### src/rtl/spdpid_pkg.sv
`timescale 1ns / 1ps
// ----------------------------------------------------------------------------
// Speed PID duty controller package
// Shared widths, state and register codes of the speed PID duty controller.
// ----------------------------------------------------------------------------
package spdpid_pkg;

   // Field widths
   localparam int SPEED_W    = 15;
   localparam int ERR_W      = 16;
   localparam int DERR_W     = 17;
   localparam int GAIN_W     = 16;
   localparam int SHIFT_W    = 5;
   localparam int DUTY_W     = 8;
   localparam int LIMIT_W    = 31;
   localparam int INTEG_W    = 32;

   // Bit-serial multiplier: signed multiplicand, unsigned multiplier
   localparam int MCAND_W    = 32;
   localparam int MPLR_W     = 16;
   localparam int PROD_W     = MCAND_W + MPLR_W;
   localparam int MUL_STEPS  = MPLR_W;
   localparam int MUL_CNT_W  = $clog2(MUL_STEPS + 1);

   // Digit-serial divider: two quotient bits per cycle
   localparam int DIVIDEND_W = 32;
   localparam int DIVISOR_W  = 15;
   localparam int DIV_DIGIT  = 2;
   localparam int DIV_CYCLES = DIVIDEND_W / DIV_DIGIT;
   localparam int DIV_CNT_W  = $clog2(DIV_CYCLES + 1);

   // Accumulator and sum widths
   localparam int ACC_W      = 34;
   localparam int SUM_W      = 50;
   localparam int MAG_W      = SUM_W - 1;

   // Register file
   localparam int CSR_ADDR_W = 5;
   localparam int CSR_DATA_W = 32;

   localparam logic [SHIFT_W-1:0] FRAC_SHIFT_RESET   = SHIFT_W'(8);
   localparam logic [DUTY_W-1:0]  DUTY_CEILING_RESET = DUTY_W'(255);

   typedef enum logic [2:0] {
      REG_GAIN_PROP,
      REG_GAIN_INTEGRAL,
      REG_GAIN_DERIV,
      REG_FRAC_SHIFT,
      REG_DUTY_FLOOR,
      REG_DUTY_CEILING,
      REG_MIN_GOAL_SPEED,
      REG_INTEGRAL_LIMIT
   } csr_index_type;

   typedef enum logic [2:0] {
      ST_IDLE,
      ST_START,
      ST_MUL,
      ST_CLAMP,
      ST_LAUNCH,
      ST_DIVIDE,
      ST_SUM,
      ST_FINISH
   } state_type;

endpackage

### src/rtl/spdpid_mul.sv
`timescale 1ns / 1ps
// ----------------------------------------------------------------------------
// Bit-serial multiplier
// Signed multiplicand times unsigned multiplier, one multiplier bit per cycle.
// ----------------------------------------------------------------------------
module spdpid_mul (
   input  logic                                    clock,
   input  logic                                    reset,
   input  logic                                    start,
   input  logic signed [spdpid_pkg::MCAND_W-1:0]   multiplicand,
   input  logic        [spdpid_pkg::MPLR_W-1:0]    multiplier,
   output logic                                    done,
   output logic signed [spdpid_pkg::PROD_W-1:0]    product
);

   logic signed [spdpid_pkg::MCAND_W-1:0]  hi_ff, hi_in;
   logic        [spdpid_pkg::MPLR_W-1:0]   lo_ff, lo_in;
   logic signed [spdpid_pkg::MCAND_W-1:0]  mcand_ff, mcand_in;
   logic        [spdpid_pkg::MUL_CNT_W-1:0] count_ff, count_in;
   logic signed [spdpid_pkg::MCAND_W-1:0]  addend;
   logic signed [spdpid_pkg::MCAND_W:0]    partial;

   // Add the multiplicand when the low bit is set, then shift the pair right.
   always_comb begin
      addend  = lo_ff[0] ? mcand_ff : '0;
      partial = {hi_ff[spdpid_pkg::MCAND_W-1], hi_ff}
              + {addend[spdpid_pkg::MCAND_W-1], addend};
      hi_in    = hi_ff;
      lo_in    = lo_ff;
      mcand_in = mcand_ff;
      count_in = count_ff;
      if (start) begin
         hi_in    = '0;
         lo_in    = multiplier;
         mcand_in = multiplicand;
         count_in = spdpid_pkg::MUL_CNT_W'(spdpid_pkg::MUL_STEPS);
      end else if (count_ff != '0) begin
         hi_in    = partial[spdpid_pkg::MCAND_W:1];
         lo_in    = {partial[0], lo_ff[spdpid_pkg::MPLR_W-1:1]};
         count_in = count_ff - 1'b1;
      end
   end

   always_ff @(posedge clock) begin
      if (reset) begin
         count_ff <= '0;
      end else begin
         count_ff <= count_in;
      end
      hi_ff    <= hi_in;
      lo_ff    <= lo_in;
      mcand_ff <= mcand_in;
   end

   assign done    = (count_ff == '0);
   assign product = {hi_ff, lo_ff};

endmodule

### src/rtl/spdpid_div.sv
`timescale 1ns / 1ps
// ----------------------------------------------------------------------------
// Digit-serial divider
// Unsigned restoring division, two quotient bits per cycle.
// ----------------------------------------------------------------------------
module spdpid_div (
   input  logic                                   clock,
   input  logic                                   reset,
   input  logic                                   start,
   input  logic [spdpid_pkg::DIVIDEND_W-1:0]      dividend,
   input  logic [spdpid_pkg::DIVISOR_W-1:0]       divisor,
   output logic                                   done,
   output logic [spdpid_pkg::DIVIDEND_W-1:0]      quotient
);

   logic [spdpid_pkg::DIVISOR_W-1:0]  rem_ff, rem_in;
   logic [spdpid_pkg::DIVIDEND_W-1:0] quo_ff, quo_in;
   logic [spdpid_pkg::DIVISOR_W-1:0]  divisor_ff, divisor_in;
   logic [spdpid_pkg::DIV_CNT_W-1:0]  count_ff, count_in;

   // The quotient register starts out holding the dividend; its top bit moves
   // into the remainder while each new quotient bit enters at the bottom.
   always_comb begin
      logic [spdpid_pkg::DIVISOR_W-1:0]  rem_v;
      logic [spdpid_pkg::DIVIDEND_W-1:0] quo_v;
      logic [spdpid_pkg::DIVISOR_W:0]    trial;
      logic                              qbit;
      rem_v = rem_ff;
      quo_v = quo_ff;
      for (int k = 0; k < spdpid_pkg::DIV_DIGIT; k++) begin
         trial = {rem_v, quo_v[spdpid_pkg::DIVIDEND_W-1]};
         if (trial >= {1'b0, divisor_ff}) begin
            rem_v = spdpid_pkg::DIVISOR_W'(trial - {1'b0, divisor_ff});
            qbit  = 1'b1;
         end else begin
            rem_v = trial[spdpid_pkg::DIVISOR_W-1:0];
            qbit  = 1'b0;
         end
         quo_v = {quo_v[spdpid_pkg::DIVIDEND_W-2:0], qbit};
      end

      rem_in     = rem_ff;
      quo_in     = quo_ff;
      divisor_in = divisor_ff;
      count_in   = count_ff;
      if (start) begin
         rem_in     = '0;
         quo_in     = dividend;
         divisor_in = divisor;
         count_in   = spdpid_pkg::DIV_CNT_W'(spdpid_pkg::DIV_CYCLES);
      end else if (count_ff != '0) begin
         rem_in   = rem_v;
         quo_in   = quo_v;
         count_in = count_ff - 1'b1;
      end
   end

   always_ff @(posedge clock) begin
      if (reset) begin
         count_ff <= '0;
      end else begin
         count_ff <= count_in;
      end
      rem_ff     <= rem_in;
      quo_ff     <= quo_in;
      divisor_ff <= divisor_in;
   end

   assign done     = (count_ff == '0);
   assign quotient = quo_ff;

endmodule

### src/rtl/speed_pid_duty_controller_core.sv
`timescale 1ns / 1ps
// ----------------------------------------------------------------------------
// Speed PID duty controller core
// PID speed loop with integral anti-windup that turns speed samples into an
// 8-bit PWM duty.
// ----------------------------------------------------------------------------
// Usage
// Each item on the req_ channel carries a goal speed, a measured speed and a
// time step. For every item the rsp_ channel delivers exactly one item with a
// duty value and a motor stop flag, in order. Both channels use valid/ready.
// Gains, shift, duty bounds, stop threshold and integral limit sit in an
// APB-style register file (register i at byte address 4*i, pready always
// high); write them only while the controller is idle.
// A running item first passes through the three bit-serial multipliers (one
// multiplier bit per cycle), then the integral clamp, then the radix-4 divider
// for the derivative term, which overlaps the bit-serial integral multiply,
// and last the summing and output steps. A stop item (goal at or below the
// threshold) needs no arithmetic and goes straight to the output step.
// One item is worked on at a time; a new item is taken while the previous
// result still waits in the output register. If the receiver stalls, the
// finished item waits in the last step until the output register frees up.
// Reset clears the integral, the previous error and the output valid flag, and
// puts the registers at their defaults; the block takes items the cycle after.
// ----------------------------------------------------------------------------
module speed_pid_duty_controller_core (
   input  logic                                   clock,
   input  logic                                   reset,
   // Input items
   input  logic                                   req_valid,
   output logic                                   req_ready,
   input  logic [spdpid_pkg::SPEED_W-1:0]         req_goal_speed,
   input  logic [spdpid_pkg::SPEED_W-1:0]         req_measured_speed,
   input  logic [spdpid_pkg::SPEED_W-1:0]         req_time_step,
   // Result items
   output logic                                   rsp_valid,
   input  logic                                   rsp_ready,
   output logic [spdpid_pkg::DUTY_W-1:0]          rsp_duty,
   output logic                                   rsp_motor_stop,
   // Register port
   input  logic                                   csr_psel,
   input  logic                                   csr_penable,
   input  logic                                   csr_pwrite,
   input  logic [spdpid_pkg::CSR_ADDR_W-1:0]      csr_paddr,
   input  logic [spdpid_pkg::CSR_DATA_W-1:0]      csr_pwdata,
   output logic [spdpid_pkg::CSR_DATA_W-1:0]      csr_prdata,
   output logic                                   csr_pready
);

   // ------------------------------------------------------------------
   // Configuration registers
   // ------------------------------------------------------------------
   logic [spdpid_pkg::GAIN_W-1:0]   gain_prop_ff;
   logic [spdpid_pkg::GAIN_W-1:0]   gain_integral_ff;
   logic [spdpid_pkg::GAIN_W-1:0]   gain_deriv_ff;
   logic [spdpid_pkg::SHIFT_W-1:0]  frac_shift_ff;
   logic [spdpid_pkg::DUTY_W-1:0]   duty_floor_ff;
   logic [spdpid_pkg::DUTY_W-1:0]   duty_ceiling_ff;
   logic [spdpid_pkg::SPEED_W-1:0]  min_goal_speed_ff;
   logic [spdpid_pkg::LIMIT_W-1:0]  integral_limit_ff;

   logic                            csr_write;
   spdpid_pkg::csr_index_type       csr_index;

   assign csr_pready = 1'b1;
   assign csr_write  = csr_psel & csr_penable & csr_pwrite;
   assign csr_index  = spdpid_pkg::csr_index_type'(csr_paddr[spdpid_pkg::CSR_ADDR_W-1:2]);

   always_ff @(posedge clock) begin
      if (reset) begin
         gain_prop_ff      <= '0;
         gain_integral_ff  <= '0;
         gain_deriv_ff     <= '0;
         frac_shift_ff     <= spdpid_pkg::FRAC_SHIFT_RESET;
         duty_floor_ff     <= '0;
         duty_ceiling_ff   <= spdpid_pkg::DUTY_CEILING_RESET;
         min_goal_speed_ff <= '0;
         integral_limit_ff <= '0;
      end else if (csr_write) begin
         case (csr_index)
            spdpid_pkg::REG_GAIN_PROP:
               gain_prop_ff <= csr_pwdata[spdpid_pkg::GAIN_W-1:0];
            spdpid_pkg::REG_GAIN_INTEGRAL:
               gain_integral_ff <= csr_pwdata[spdpid_pkg::GAIN_W-1:0];
            spdpid_pkg::REG_GAIN_DERIV:
               gain_deriv_ff <= csr_pwdata[spdpid_pkg::GAIN_W-1:0];
            spdpid_pkg::REG_FRAC_SHIFT:
               frac_shift_ff <= csr_pwdata[spdpid_pkg::SHIFT_W-1:0];
            spdpid_pkg::REG_DUTY_FLOOR:
               duty_floor_ff <= csr_pwdata[spdpid_pkg::DUTY_W-1:0];
            spdpid_pkg::REG_DUTY_CEILING:
               duty_ceiling_ff <= csr_pwdata[spdpid_pkg::DUTY_W-1:0];
            spdpid_pkg::REG_MIN_GOAL_SPEED:
               min_goal_speed_ff <= csr_pwdata[spdpid_pkg::SPEED_W-1:0];
            spdpid_pkg::REG_INTEGRAL_LIMIT:
               integral_limit_ff <= csr_pwdata[spdpid_pkg::LIMIT_W-1:0];
            default: ;
         endcase
      end
   end

   // Register readback, zero extended to the bus width.
   always_comb begin
      case (csr_index)
         spdpid_pkg::REG_GAIN_PROP:
            csr_prdata = spdpid_pkg::CSR_DATA_W'(gain_prop_ff);
         spdpid_pkg::REG_GAIN_INTEGRAL:
            csr_prdata = spdpid_pkg::CSR_DATA_W'(gain_integral_ff);
         spdpid_pkg::REG_GAIN_DERIV:
            csr_prdata = spdpid_pkg::CSR_DATA_W'(gain_deriv_ff);
         spdpid_pkg::REG_FRAC_SHIFT:
            csr_prdata = spdpid_pkg::CSR_DATA_W'(frac_shift_ff);
         spdpid_pkg::REG_DUTY_FLOOR:
            csr_prdata = spdpid_pkg::CSR_DATA_W'(duty_floor_ff);
         spdpid_pkg::REG_DUTY_CEILING:
            csr_prdata = spdpid_pkg::CSR_DATA_W'(duty_ceiling_ff);
         spdpid_pkg::REG_MIN_GOAL_SPEED:
            csr_prdata = spdpid_pkg::CSR_DATA_W'(min_goal_speed_ff);
         spdpid_pkg::REG_INTEGRAL_LIMIT:
            csr_prdata = spdpid_pkg::CSR_DATA_W'(integral_limit_ff);
         default:
            csr_prdata = '0;
      endcase
   end

   // ------------------------------------------------------------------
   // Sequencer
   // ------------------------------------------------------------------
   spdpid_pkg::state_type state_ff, state_in;

   logic accept;
   logic out_free;
   logic mul_go;
   logic final_go;
   logic clear_en;
   logic clamp_en;
   logic sum_en;
   logic load_out;

   logic mul_a_done, mul_b_done, mul_c_done, div_done;
   logic stop_ff, stop_in;

   assign accept   = req_valid & req_ready;
   assign out_free = ~rsp_valid | rsp_ready;

   always_comb begin
      state_in = state_ff;
      case (state_ff)
         spdpid_pkg::ST_IDLE:
            if (req_valid) state_in = spdpid_pkg::ST_START;
         spdpid_pkg::ST_START:
            state_in = stop_ff ? spdpid_pkg::ST_FINISH : spdpid_pkg::ST_MUL;
         spdpid_pkg::ST_MUL:
            if (mul_a_done && mul_b_done && mul_c_done) state_in = spdpid_pkg::ST_CLAMP;
         spdpid_pkg::ST_CLAMP:
            state_in = spdpid_pkg::ST_LAUNCH;
         spdpid_pkg::ST_LAUNCH:
            state_in = spdpid_pkg::ST_DIVIDE;
         spdpid_pkg::ST_DIVIDE:
            if (div_done && mul_a_done) state_in = spdpid_pkg::ST_SUM;
         spdpid_pkg::ST_SUM:
            state_in = spdpid_pkg::ST_FINISH;
         spdpid_pkg::ST_FINISH:
            if (out_free) state_in = spdpid_pkg::ST_IDLE;
         default:
            state_in = spdpid_pkg::ST_IDLE;
      endcase
   end

   always_comb begin
      req_ready = 1'b0;
      mul_go    = 1'b0;
      final_go  = 1'b0;
      clear_en  = 1'b0;
      clamp_en  = 1'b0;
      sum_en    = 1'b0;
      load_out  = 1'b0;
      case (state_ff)
         spdpid_pkg::ST_IDLE:   req_ready = 1'b1;
         spdpid_pkg::ST_START: begin
            mul_go   = ~stop_ff;
            clear_en = stop_ff;
         end
         spdpid_pkg::ST_MUL:    ;
         spdpid_pkg::ST_CLAMP:  clamp_en = 1'b1;
         spdpid_pkg::ST_LAUNCH: final_go = 1'b1;
         spdpid_pkg::ST_DIVIDE: ;
         spdpid_pkg::ST_SUM:    sum_en = 1'b1;
         spdpid_pkg::ST_FINISH: load_out = out_free;
         default: ;
      endcase
   end

   // ------------------------------------------------------------------
   // Item capture
   // ------------------------------------------------------------------
   logic signed [spdpid_pkg::ERR_W-1:0]   err_ff, err_in;
   logic        [spdpid_pkg::SPEED_W-1:0] dt_ff, dt_in;

   always_comb begin
      err_in  = err_ff;
      dt_in   = dt_ff;
      stop_in = stop_ff;
      if (accept) begin
         err_in  = {1'b0, req_goal_speed} - {1'b0, req_measured_speed};
         dt_in   = req_time_step;
         stop_in = (req_goal_speed <= min_goal_speed_ff);
      end
   end

   // ------------------------------------------------------------------
   // Multipliers. Unit A first forms error * dt, then the integral term;
   // unit B the proportional term; unit C the derivative numerator.
   // ------------------------------------------------------------------
   logic signed [spdpid_pkg::INTEG_W-1:0]  integral_ff, integral_in;
   logic signed [spdpid_pkg::ERR_W-1:0]    last_error_ff, last_error_in;
   logic signed [spdpid_pkg::DERR_W-1:0]   derr;
   logic signed [spdpid_pkg::MCAND_W-1:0]  err_ext;
   logic signed [spdpid_pkg::MCAND_W-1:0]  derr_ext;
   logic signed [spdpid_pkg::MCAND_W-1:0]  mul_a_mcand;
   logic        [spdpid_pkg::MPLR_W-1:0]   mul_a_mplr;
   logic signed [spdpid_pkg::PROD_W-1:0]   prod_a, prod_b, prod_c;

   assign derr     = {err_ff[spdpid_pkg::ERR_W-1], err_ff}
                   - {last_error_ff[spdpid_pkg::ERR_W-1], last_error_ff};
   assign err_ext  = {{(spdpid_pkg::MCAND_W-spdpid_pkg::ERR_W){err_ff[spdpid_pkg::ERR_W-1]}},
                      err_ff};
   assign derr_ext = {{(spdpid_pkg::MCAND_W-spdpid_pkg::DERR_W){derr[spdpid_pkg::DERR_W-1]}},
                      derr};

   always_comb begin
      if (final_go) begin
         mul_a_mcand = integral_ff;
         mul_a_mplr  = gain_integral_ff;
      end else begin
         mul_a_mcand = err_ext;
         mul_a_mplr  = {1'b0, dt_ff};
      end
   end

   spdpid_mul u_mul_a (
      .clock        (clock),
      .reset        (reset),
      .start        (mul_go | final_go),
      .multiplicand (mul_a_mcand),
      .multiplier   (mul_a_mplr),
      .done         (mul_a_done),
      .product      (prod_a)
   );

   spdpid_mul u_mul_b (
      .clock        (clock),
      .reset        (reset),
      .start        (mul_go),
      .multiplicand (err_ext),
      .multiplier   (gain_prop_ff),
      .done         (mul_b_done),
      .product      (prod_b)
   );

   spdpid_mul u_mul_c (
      .clock        (clock),
      .reset        (reset),
      .start        (mul_go),
      .multiplicand (derr_ext),
      .multiplier   (gain_deriv_ff),
      .done         (mul_c_done),
      .product      (prod_c)
   );

   // ------------------------------------------------------------------
   // Integral update with symmetric saturation. The previous error is taken
   // over at the same time; both clear when the motor is stopped.
   // ------------------------------------------------------------------
   logic signed [spdpid_pkg::ACC_W-1:0] acc_raw;
   logic signed [spdpid_pkg::ACC_W-1:0] lim_pos;
   logic signed [spdpid_pkg::ACC_W-1:0] lim_neg;
   logic signed [spdpid_pkg::ACC_W-1:0] acc_clamped;

   always_comb begin
      acc_raw = {{(spdpid_pkg::ACC_W-spdpid_pkg::INTEG_W){integral_ff[spdpid_pkg::INTEG_W-1]}},
                 integral_ff} + prod_a[spdpid_pkg::ACC_W-1:0];
      lim_pos = {{(spdpid_pkg::ACC_W-spdpid_pkg::LIMIT_W){1'b0}}, integral_limit_ff};
      lim_neg = -lim_pos;
      if (acc_raw > lim_pos) begin
         acc_clamped = lim_pos;
      end else if (acc_raw < lim_neg) begin
         acc_clamped = lim_neg;
      end else begin
         acc_clamped = acc_raw;
      end

      integral_in   = integral_ff;
      last_error_in = last_error_ff;
      if (clear_en) begin
         integral_in   = '0;
         last_error_in = '0;
      end else if (clamp_en) begin
         integral_in   = acc_clamped[spdpid_pkg::INTEG_W-1:0];
         last_error_in = err_ff;
      end
   end

   // ------------------------------------------------------------------
   // Derivative division: magnitude through the divider, sign reapplied, so
   // the quotient truncates toward zero. A zero time step divides by one.
   // ------------------------------------------------------------------
   logic                                   dneg_ff, dneg_in;
   logic        [spdpid_pkg::PROD_W-1:0]   dmag_full;
   logic        [spdpid_pkg::DIVISOR_W-1:0] divisor;
   logic        [spdpid_pkg::DIVIDEND_W-1:0] quotient;

   assign dmag_full = prod_c[spdpid_pkg::PROD_W-1] ? (~prod_c + 1'b1) : prod_c;
   assign divisor   = (dt_ff == '0) ? spdpid_pkg::DIVISOR_W'(1) : dt_ff;
   assign dneg_in   = final_go ? prod_c[spdpid_pkg::PROD_W-1] : dneg_ff;

   spdpid_div u_div (
      .clock    (clock),
      .reset    (reset),
      .start    (final_go),
      .dividend (dmag_full[spdpid_pkg::DIVIDEND_W-1:0]),
      .divisor  (divisor),
      .done     (div_done),
      .quotient (quotient)
   );

   // ------------------------------------------------------------------
   // Sum of the three terms, floored at zero.
   // ------------------------------------------------------------------
   logic signed [spdpid_pkg::SUM_W-1:0] p_term, i_term, d_mag, d_term, sum_all;
   logic        [spdpid_pkg::MAG_W-1:0] sum_ff, sum_in;

   always_comb begin
      p_term  = {{(spdpid_pkg::SUM_W-spdpid_pkg::PROD_W){prod_b[spdpid_pkg::PROD_W-1]}}, prod_b};
      i_term  = {{(spdpid_pkg::SUM_W-spdpid_pkg::PROD_W){prod_a[spdpid_pkg::PROD_W-1]}}, prod_a};
      d_mag   = {{(spdpid_pkg::SUM_W-spdpid_pkg::DIVIDEND_W){1'b0}}, quotient};
      d_term  = dneg_ff ? -d_mag : d_mag;
      sum_all = p_term + i_term + d_term;
      sum_in  = sum_ff;
      if (sum_en) begin
         sum_in = sum_all[spdpid_pkg::SUM_W-1] ? '0 : sum_all[spdpid_pkg::MAG_W-1:0];
      end
   end

   // ------------------------------------------------------------------
   // Duty mapping: shift, add the floor, clamp to the ceiling, then raise to
   // the floor so that the floor wins when the ceiling lies below it.
   // ------------------------------------------------------------------
   logic [spdpid_pkg::MAG_W-1:0]  shifted;
   logic                          shifted_big;
   logic [spdpid_pkg::DUTY_W:0]   duty_raw;
   logic [spdpid_pkg::DUTY_W-1:0] duty_capped;
   logic [spdpid_pkg::DUTY_W-1:0] duty_run;

   always_comb begin
      shifted     = sum_ff >> frac_shift_ff;
      shifted_big = |shifted[spdpid_pkg::MAG_W-1:spdpid_pkg::DUTY_W];
      duty_raw    = {1'b0, shifted[spdpid_pkg::DUTY_W-1:0]} + {1'b0, duty_floor_ff};
      if (shifted_big || (duty_raw > {1'b0, duty_ceiling_ff})) begin
         duty_capped = duty_ceiling_ff;
      end else begin
         duty_capped = duty_raw[spdpid_pkg::DUTY_W-1:0];
      end
      duty_run = (duty_capped < duty_floor_ff) ? duty_floor_ff : duty_capped;
   end

   // ------------------------------------------------------------------
   // Output register
   // ------------------------------------------------------------------
   logic                          rsp_valid_ff, rsp_valid_in;
   logic [spdpid_pkg::DUTY_W-1:0] rsp_duty_ff, rsp_duty_in;
   logic                          rsp_stop_ff, rsp_stop_in;

   always_comb begin
      rsp_valid_in = rsp_valid_ff & ~rsp_ready;
      rsp_duty_in  = rsp_duty_ff;
      rsp_stop_in  = rsp_stop_ff;
      if (load_out) begin
         rsp_valid_in = 1'b1;
         rsp_duty_in  = stop_ff ? '0 : duty_run;
         rsp_stop_in  = stop_ff;
      end
   end

   always_ff @(posedge clock) begin
      if (reset) begin
         state_ff      <= spdpid_pkg::ST_IDLE;
         rsp_valid_ff  <= 1'b0;
         integral_ff   <= '0;
         last_error_ff <= '0;
         stop_ff       <= 1'b0;
      end else begin
         state_ff      <= state_in;
         rsp_valid_ff  <= rsp_valid_in;
         integral_ff   <= integral_in;
         last_error_ff <= last_error_in;
         stop_ff       <= stop_in;
      end
      err_ff      <= err_in;
      dt_ff       <= dt_in;
      dneg_ff     <= dneg_in;
      sum_ff      <= sum_in;
      rsp_duty_ff <= rsp_duty_in;
      rsp_stop_ff <= rsp_stop_in;
   end

   assign rsp_valid      = rsp_valid_ff;
   assign rsp_duty       = rsp_duty_ff;
   assign rsp_motor_stop = rsp_stop_ff;

endmodule

### config.mk
export PLATFORM = sky130hd
export DESIGN_NAME = speed_pid_duty_controller_core
export DESIGN_NICKNAME = d
export VERILOG_FILES = /design/src/rtl/spdpid_pkg.sv /design/src/rtl/spdpid_mul.sv /design/src/rtl/spdpid_div.sv /design/src/rtl/speed_pid_duty_controller_core.sv
export SDC_FILE = /design/constraint.sdc
export NUM_CORES = 2
export LEC_CHECK = 0
export ABC_AREA = 1
export BUFFER_PORTS_ARGS = -buffer_cell sky130_fd_sc_hd__buf_2
export CAP_MARGIN = 20
export CORE_ASPECT_RATIO = 0.7
export CORE_MARGIN = 2
export CORE_UTILIZATION = 50
export CTS_CLUSTER_SIZE = 16
export DETAILED_ROUTE_END_ITERATION = 8
export PLACE_DENSITY = 0.69
export SLEW_MARGIN = 0
export SYNTH_ARGS = -nofsm -noshare
export SYNTH_HDL_FRONTEND = slang
export SYNTH_SLANG_ARGS = --single-unit
### constraint.sdc
create_clock -name clock -period 6.15 [get_ports clock]
set_clock_uncertainty 0.2 [all_clocks]
set_input_delay 0.3075 -clock clock [delete_from_list [all_inputs] [get_ports clock]]
set_output_delay 0.3075 -clock clock [all_outputs]
set_load 0.03 [all_outputs]
-- Word level (Yosys, flattened, before mapping)
Cells that the tools add are included.
- register bits: 549
- latch bits: 0
- memory bits (writable): 0
- bits in read-only memories: 0
- bits of input ports: 89
- output and inout port bits: 44
- word-level logic and storage cells: 172
- memories kept: 0
- add/subtract/negate cells: 18
- multipliers: 0
- divide/modulo/power cells: 0
- magnitude comparators: 7
- equal/unequal tests: 18
- shifts and indexed selects: 1
- mux-type cells: 46
- bitwise logic cells: 10
- reductions and logical operators: 33
- operator list (cell ; count):
    32-bit 2-to-1 mux ; 9
    32-bit case mux with 8 select lines ; 1
    16-bit 2-to-1 mux ; 7
    32-bit by 32-bit adder with 33-bit output ; 3
    49-bit by 50-bit adder with 50-bit output ; 1
    50-bit 2-to-1 mux ; 1
    32-bit negator with 50-bit output ; 1
    48-bit by 48-bit adder with 49-bit output ; 1
    49-bit by 5-bit >> shifter with 49-bit output ; 1
    41-bit OR reduction ; 1
    5-bit 2-to-1 mux ; 8
    34-bit adder ; 1
    34-bit by 32-bit > comparator with 1-bit output ; 1
    34-bit less-than comparator ; 1
    31-bit negator with 34-bit output ; 1
    32-bit by 1-bit adder with 32-bit output, second input constant ; 1
    16-bit by 15-bit >= comparator with 1-bit output ; 2
    32-bit NOT ; 1
    15-bit 2-to-1 mux ; 2
    15-bit subtractor ; 2
    3-bit equality test, second input constant ; 8
    3-bit case mux with 8 select lines ; 1
    5-bit logical NOT ; 4
    5-bit nonzero test ; 4
    24 further kinds ; 70

-- Logic depth before layout (Yosys ltp)
- depth after elaboration: 7
- depth in mapped cells: 46
- depth with buffers taken out: 41

-- Modules after synthesis
Synthesis repeated with hierarchy kept, for this count alone.
- cells, all modules: 7070
- area, all modules: 47454.3 um^2
- modules (own cells, without submodules) (module ; instances ; cells each ; area each (um^2) ; sequential area each (um^2)):
    speed_pid_duty_controller_core ; 1 ; 3742 ; 24987.7 ; 6065.8
    spdpid_mul at u_mul_b ... ; 2 ; 882 ; 5835.6 ; 2182.1
    spdpid_mul at u_mul_a ; 1 ; 886 ; 5833.1 ; 2182.1
    spdpid_div ; 1 ; 678 ; 4962.3 ; 1811.7

-- Least setup slack after synthesis
OpenSTA, ideal clock, no wires.
- path kind: reg-to-reg
- from: register frac_shift_ff[2] in the netlist's numbering
- to: register rsp_duty_ff (netlist bit rsp_duty[5]), data pin
- library setup time: 0.255 ns
- arrival: 5.344 ns
- required time: 5.695 ns
- setup slack: 0.351 ns
- stages on the path, launching flop included: 39
- path buffers: 5
- clock period less this slack: 5.799 ns
- path through: dfxtp_1 -> buf_2 -> clkinv_1 -> clkbuf_1 -> clkbuf_1 -> o211ai_1 -> nand3_1 -> o21ai_0 -> ha_1 -> fa_1 -> nand3_1 -> nand2_1 -> nand2_1 -> nand2_1 -> nand2_1 -> nand2_1 -> xnor2_1 -> inv_1 -> [... 3 more ...] -> o21ai_0 -> nand2_1 -> nand2_1 -> nand2_1 -> a21oi_1 -> nand3_1 -> nor2_2 -> nand2_2 -> clkbuf_1 -> o21ai_0 -> ha_1 -> a21oi_1 -> nor2_1 -> a211oi_1 -> clkbuf_1 -> nand3_1 -> nand2_1 -> nor2_1
- longest elaborated chain between the ends: 7
- elaborated cells between the ends (all ways): 8
- those cells by class: add/sub: 1; order compare: 2; shift: 1; mux: 2; reduce/logical: 2
- RTL lines (element ; RTL line ; RTL):
    start: declaration ; speed_pid_duty_controller_core.sv:55 ; logic [spdpid_pkg::SHIFT_W-1:0] frac_shift_ff;
    start signal: assignment ; speed_pid_duty_controller_core.sv:73 ; frac_shift_ff <= spdpid_pkg::FRAC_SHIFT_RESET;
    start signal: assignment ; speed_pid_duty_controller_core.sv:87 ; frac_shift_ff <= csr_pwdata[spdpid_pkg::SHIFT_W-1:0];
    49-bit by 5-bit >> shifter with 49-bit output * ; speed_pid_duty_controller_core.sv:355 ; shifted = sum_ff >> frac_shift_ff;
    8-bit by 8-bit adder with 9-bit output ; speed_pid_duty_controller_core.sv:357 ; duty_raw = {1'b0, shifted[spdpid_pkg::DUTY_W-1:0]} + {1'b0, duty_floor_ff};
    9-bit by 8-bit > comparator with 1-bit output ; speed_pid_duty_controller_core.sv:358 ; if (shifted_big || (duty_raw > {1'b0, duty_ceiling_ff})) begin
    1-bit logical OR ; speed_pid_duty_controller_core.sv:358 ;
    8-bit 2-to-1 mux * ; speed_pid_duty_controller_core.sv:358 ;
    8-bit less-than comparator ; speed_pid_duty_controller_core.sv:363 ; duty_run = (duty_capped < duty_floor_ff) ? duty_floor_ff : duty_capped;
    8-bit 2-to-1 mux * ; speed_pid_duty_controller_core.sv:363 ;
    end signal: assignment ; speed_pid_duty_controller_core.sv:402 ; rsp_duty_ff <= rsp_duty_in;
    end: declaration ; speed_pid_duty_controller_core.sv:370 ; logic [spdpid_pkg::DUTY_W-1:0] rsp_duty_ff, rsp_duty_in;
Mark *: on every way between the ends. The rest lies on a longest branch, timed or not.
A chain may end at the register's enable or synchronous reset.

-- Final worst setup path
- from: register integral_limit_ff[1] in the netlist's numbering
- to: register integral_ff[11] in the netlist's numbering
- longest elaborated chain between the ends: 4
- elaborated cells between the ends (all ways): 5
- those cells by class: add/sub: 1; order compare: 2; mux: 2
- RTL lines (element ; RTL line ; RTL):
    start: declaration ; speed_pid_duty_controller_core.sv:59 ; logic [spdpid_pkg::LIMIT_W-1:0] integral_limit_ff;
    start signal: assignment ; speed_pid_duty_controller_core.sv:95 ; integral_limit_ff <= csr_pwdata[spdpid_pkg::LIMIT_W-1:0];
    31-bit negator with 34-bit output ; speed_pid_duty_controller_core.sv:283 ; lim_neg = -lim_pos;
    34-bit less-than comparator ; speed_pid_duty_controller_core.sv:286 ; end else if (acc_raw < lim_neg) begin
    32-bit 2-to-1 mux ; speed_pid_duty_controller_core.sv:286 ;
    32-bit 2-to-1 mux * ; speed_pid_duty_controller_core.sv:284 ; if (acc_raw > lim_pos) begin
    end signal: assignment ; speed_pid_duty_controller_core.sv:394 ; integral_ff <= integral_in;
    end: declaration ; speed_pid_duty_controller_core.sv:214 ; logic signed [spdpid_pkg::INTEG_W-1:0] integral_ff, integral_in;
Marked as above.

==> summary.md <==
| Metric | Value |
|---|---|
| Starting Density | 50.34% |
| Post-synth top cells | nand2_1, inv_1, nor2_1, o21ai_0, a21oi_1 |
| Reg2Reg Depth | 28 |
| Root Driver | clkbuf_16 |
| TritonCTS clock tree | built |
| DRT antenna net count | 0 |
| Clock Pin Slew Worst Setup and Hold Paths | 0.07 ns |
| Dpl hpwl | 113500 microns |
| Post-route setup slack | 0.3294 ns |
| Fmax | 0.1718 GHz |
| Number of global-route vias before repair | 37040 |
| Max Cap Violations | 0 |
| PortBufs | 127 |
| Post-Syn Area | 42320 sq um |
| Die Area | 87020 sq um |
| Async S/R FF share, synth | 0% |
| Top FF cell, synth | dfxtp_1 |
| Worst Hold Class | in2reg |
| Dominant cell by count in the synthesized netlist | nand2_1 |
| WHS Path Cells | 4 |
| Vias/cell | 5.704 |
| Clock Path Buffers | 3 |
| Die Width | 351.7 microns |
| Die Ht | 247.4 microns |
| First-pass GRT wire length | 218700 microns |
| Initial antenna violation count | 4 |
| TritonRoute pass-1 iters | 6 |
| Share of post-route cells with drive strength above 1 | 6.684% |
| Wire per inst | 20.21 microns |
| YS warnings | 0 |
| Post-synth EDFFs | 250 |
| Unique masters post-synth | 69 |
| GR Util All Layers | 32.66% |
| # clock sinks | 549 |
| Residual DRC count | 0 |
| Worst-path fanout max | 18 |
| Slowest cell on crit path | dfxtp_1 |
| Mapped Nets | 6355 |
| Most Frequent Cell on Critical Path | nand2_1 |
| Initial DRC Count | 5029 |
| GRT overflow | 0 |
| Worst Setup Path Type | reg2reg |
| Worst-Margin Slew | 1.120 ns |
| Fin crit period | 5.821 ns |
| Largest net degree at the start of global routing | 128 |
| Row Count | 89 |
| Yosys top cell area share | 17.74% |
| Run status | finished, final reports clean |
| CP max stage delay | 0.38 ns |
| Area delta synth->final | 11.64% |
| Pre-CTS WS | -0.02067 ns |
| Slew Limit Fails | 0 |
| Relative slew slack | 23.39% |
| Area contributors post-synth | edfxtp_1, dfxtp_1, ha_1 |
| Syn Area/Cell | 7.227 sq um |
| Final Setup Violations | 0 |
| Total wire length | 145100 microns |
| Crit path DAT | 6.19 ns |
| Post-Synthesis Cells | 5856 |
| Sequential share of the synthesized area | 31.88% |
| Gp weighted congestion | 0.9842 |
| Crit start category | flip-flop |
| Data required time at the worst endpoint | 6.52 ns |
| Fin crit share | 94.64% |
| Setup crit end kind | flip-flop |
| Final setup TNS | 0 ns |
| Final hold viol count | 0 |
| Clk_lat worst skew | 0.66 ns |
| Number of nets in the layout | 6497 |
| Top-Level Pins | 133 |
| Via count | 40960 |
| Leading area contributor after synthesis | edfxtp_1 |
| Depth of the CTS H-tree | 2 |
| CTS Buf Count | 56 |
| Core area | 84070 sq um |
| Layout fillers | 8042 |
| Yosys reg bits | 549 |
-- flip-flops by register name, indices dropped and copies added (netlist names), 15 cells and up --
signal	cells
gain_deriv_ff	16
u_mul_a.mcand_ff	32
min_goal_speed_ff	15
u_div.divisor_ff	15
u_div.rem_ff	15
u_mul_b.lo_ff	16
last_error_ff	16
u_mul_c.lo_ff	16
sum_ff	49
err_ff	16
gain_integral_ff	16
gain_prop_ff	16
u_mul_c.mcand_ff	17
integral_ff	32
u_mul_a.lo_ff	16
u_mul_a.hi_ff	32
u_mul_b.hi_ff	32
u_mul_b.mcand_ff	16
u_div.quotient	32
integral_limit_ff	31
dt_ff	15
u_mul_c.hi_ff	32
-- final timing paths --
path / startpoint / endpoint / slack [ns]
setup / recovery: integral_limit_ff[1] / integral_ff[11] / 0.33
hold / removal: req_measured_speed[2] / err_ff[2] / 0.03
setup reg to reg: integral_limit_ff[1] / integral_ff[11] / 0.33
hold reg to reg: u_div.rem_ff[14] / u_div.rem_ff[14] / 0.25
-- cell families (layout without fill, tap and decap cells) --
kind of cell             after synthesis  in the layout  share of synthesized area, %
buffers and inverters               1116           1304                         10.12
XOR/XNOR                             272            272                         5.629
other                                  2              3                       0.01775
flip-flops                           549            549                         31.88
adder cells (fa/ha/maj)              410            410                         13.17
AO/OA/AOI/OAI                       1331           1331                         17.64
multiplexers                           3              3                       0.07096
AND/OR/NAND/NOR                     2173           2173                         21.47
-- what timing repair did --
action,CTS,global route
hold endpoints to repair,134,0
setup buffers,0,2
resized for setup,3,67
cloned,0,6
pin swaps,0,5
endpoints found under the setup margin,9,58
hold buffers,69,0
-- metal layers --
layer,global-route usage [%],wire (microns),vias to the layer above
li1,-,-,19760
met1,50.64,68920,19160
met2,45.11,55980,1851
met3,6.895,16330,193
met4,8.648,3878,2
met5,0,10,-
-- placed cells by master (no fill, tap or decap), types with 62 or more instances in the layout --
cell type,instances
nor2_1,556
edfxtp_1,250
nand3_1,274
nand2_1,1111
inv_1,905
dfxtp_1,297
buf_4,62
nor3_1,77
a21oi_1,483
xnor2_1,81
o21ai_0,490
ha_1,348
buf_2,128
a31oi_1,80
xor2_1,188
dlygate4sd3_1,69
-- critical path: cells and delay by family (launching register included) --
| kind | cells | cell delay (ns) |
|---|---|---|
| flip-flops | 1 | 0.38 |
| adder cells (fa/ha/maj) | 2 | 0.49 |
| AND/OR/NAND/NOR | 18 | 3.43 |
| AO/OA/AOI/OAI | 3 | 0.59 |
| buffers and inverters | 5 | 0.63 |
-- cell type report --
cell class | instances | area, sq um | share of cell area, %
multi-input combinational | 4191 | 24770 | 52.44
sequential | 549 | 13500 | 28.58
inverter | 923 | 3473 | 7.352
timing repair buffer | 277 | 2151 | 4.553
clock buffer | 71 | 1523 | 3.223
tap | 1137 | 1423 | 3.011
clock inverter | 33 | 397.9 | 0.8422
antenna | 1 | 2.502 | 0.005297
-- stage by stage --
| stage | util, % | hold WS [ns] | cells | cell area (sq um) |
|---|---|---|---|---|
| 6_report | 56.19 | 0.02761 | 7182 | 47240 |
| 5_1_grt | 56.19 | 0.04495 | 7181 | 47240 |
| 4_1_cts | 55.75 | 0.006179 | 7173 | 46870 |
| 3_5_place_dp | 52.64 | 0.2432 | 7000 | 44250 |
| 3_3_place_gp | 52.61 | 0.2436 | 6999 | 44230 |
| 2_1_floorplan | - | 0.2064 | 5856 | 42320 |
Power is left out: the tool's default activity adds up to more than one toggle a clock period on the data nets, which glitch-free logic cannot reach.
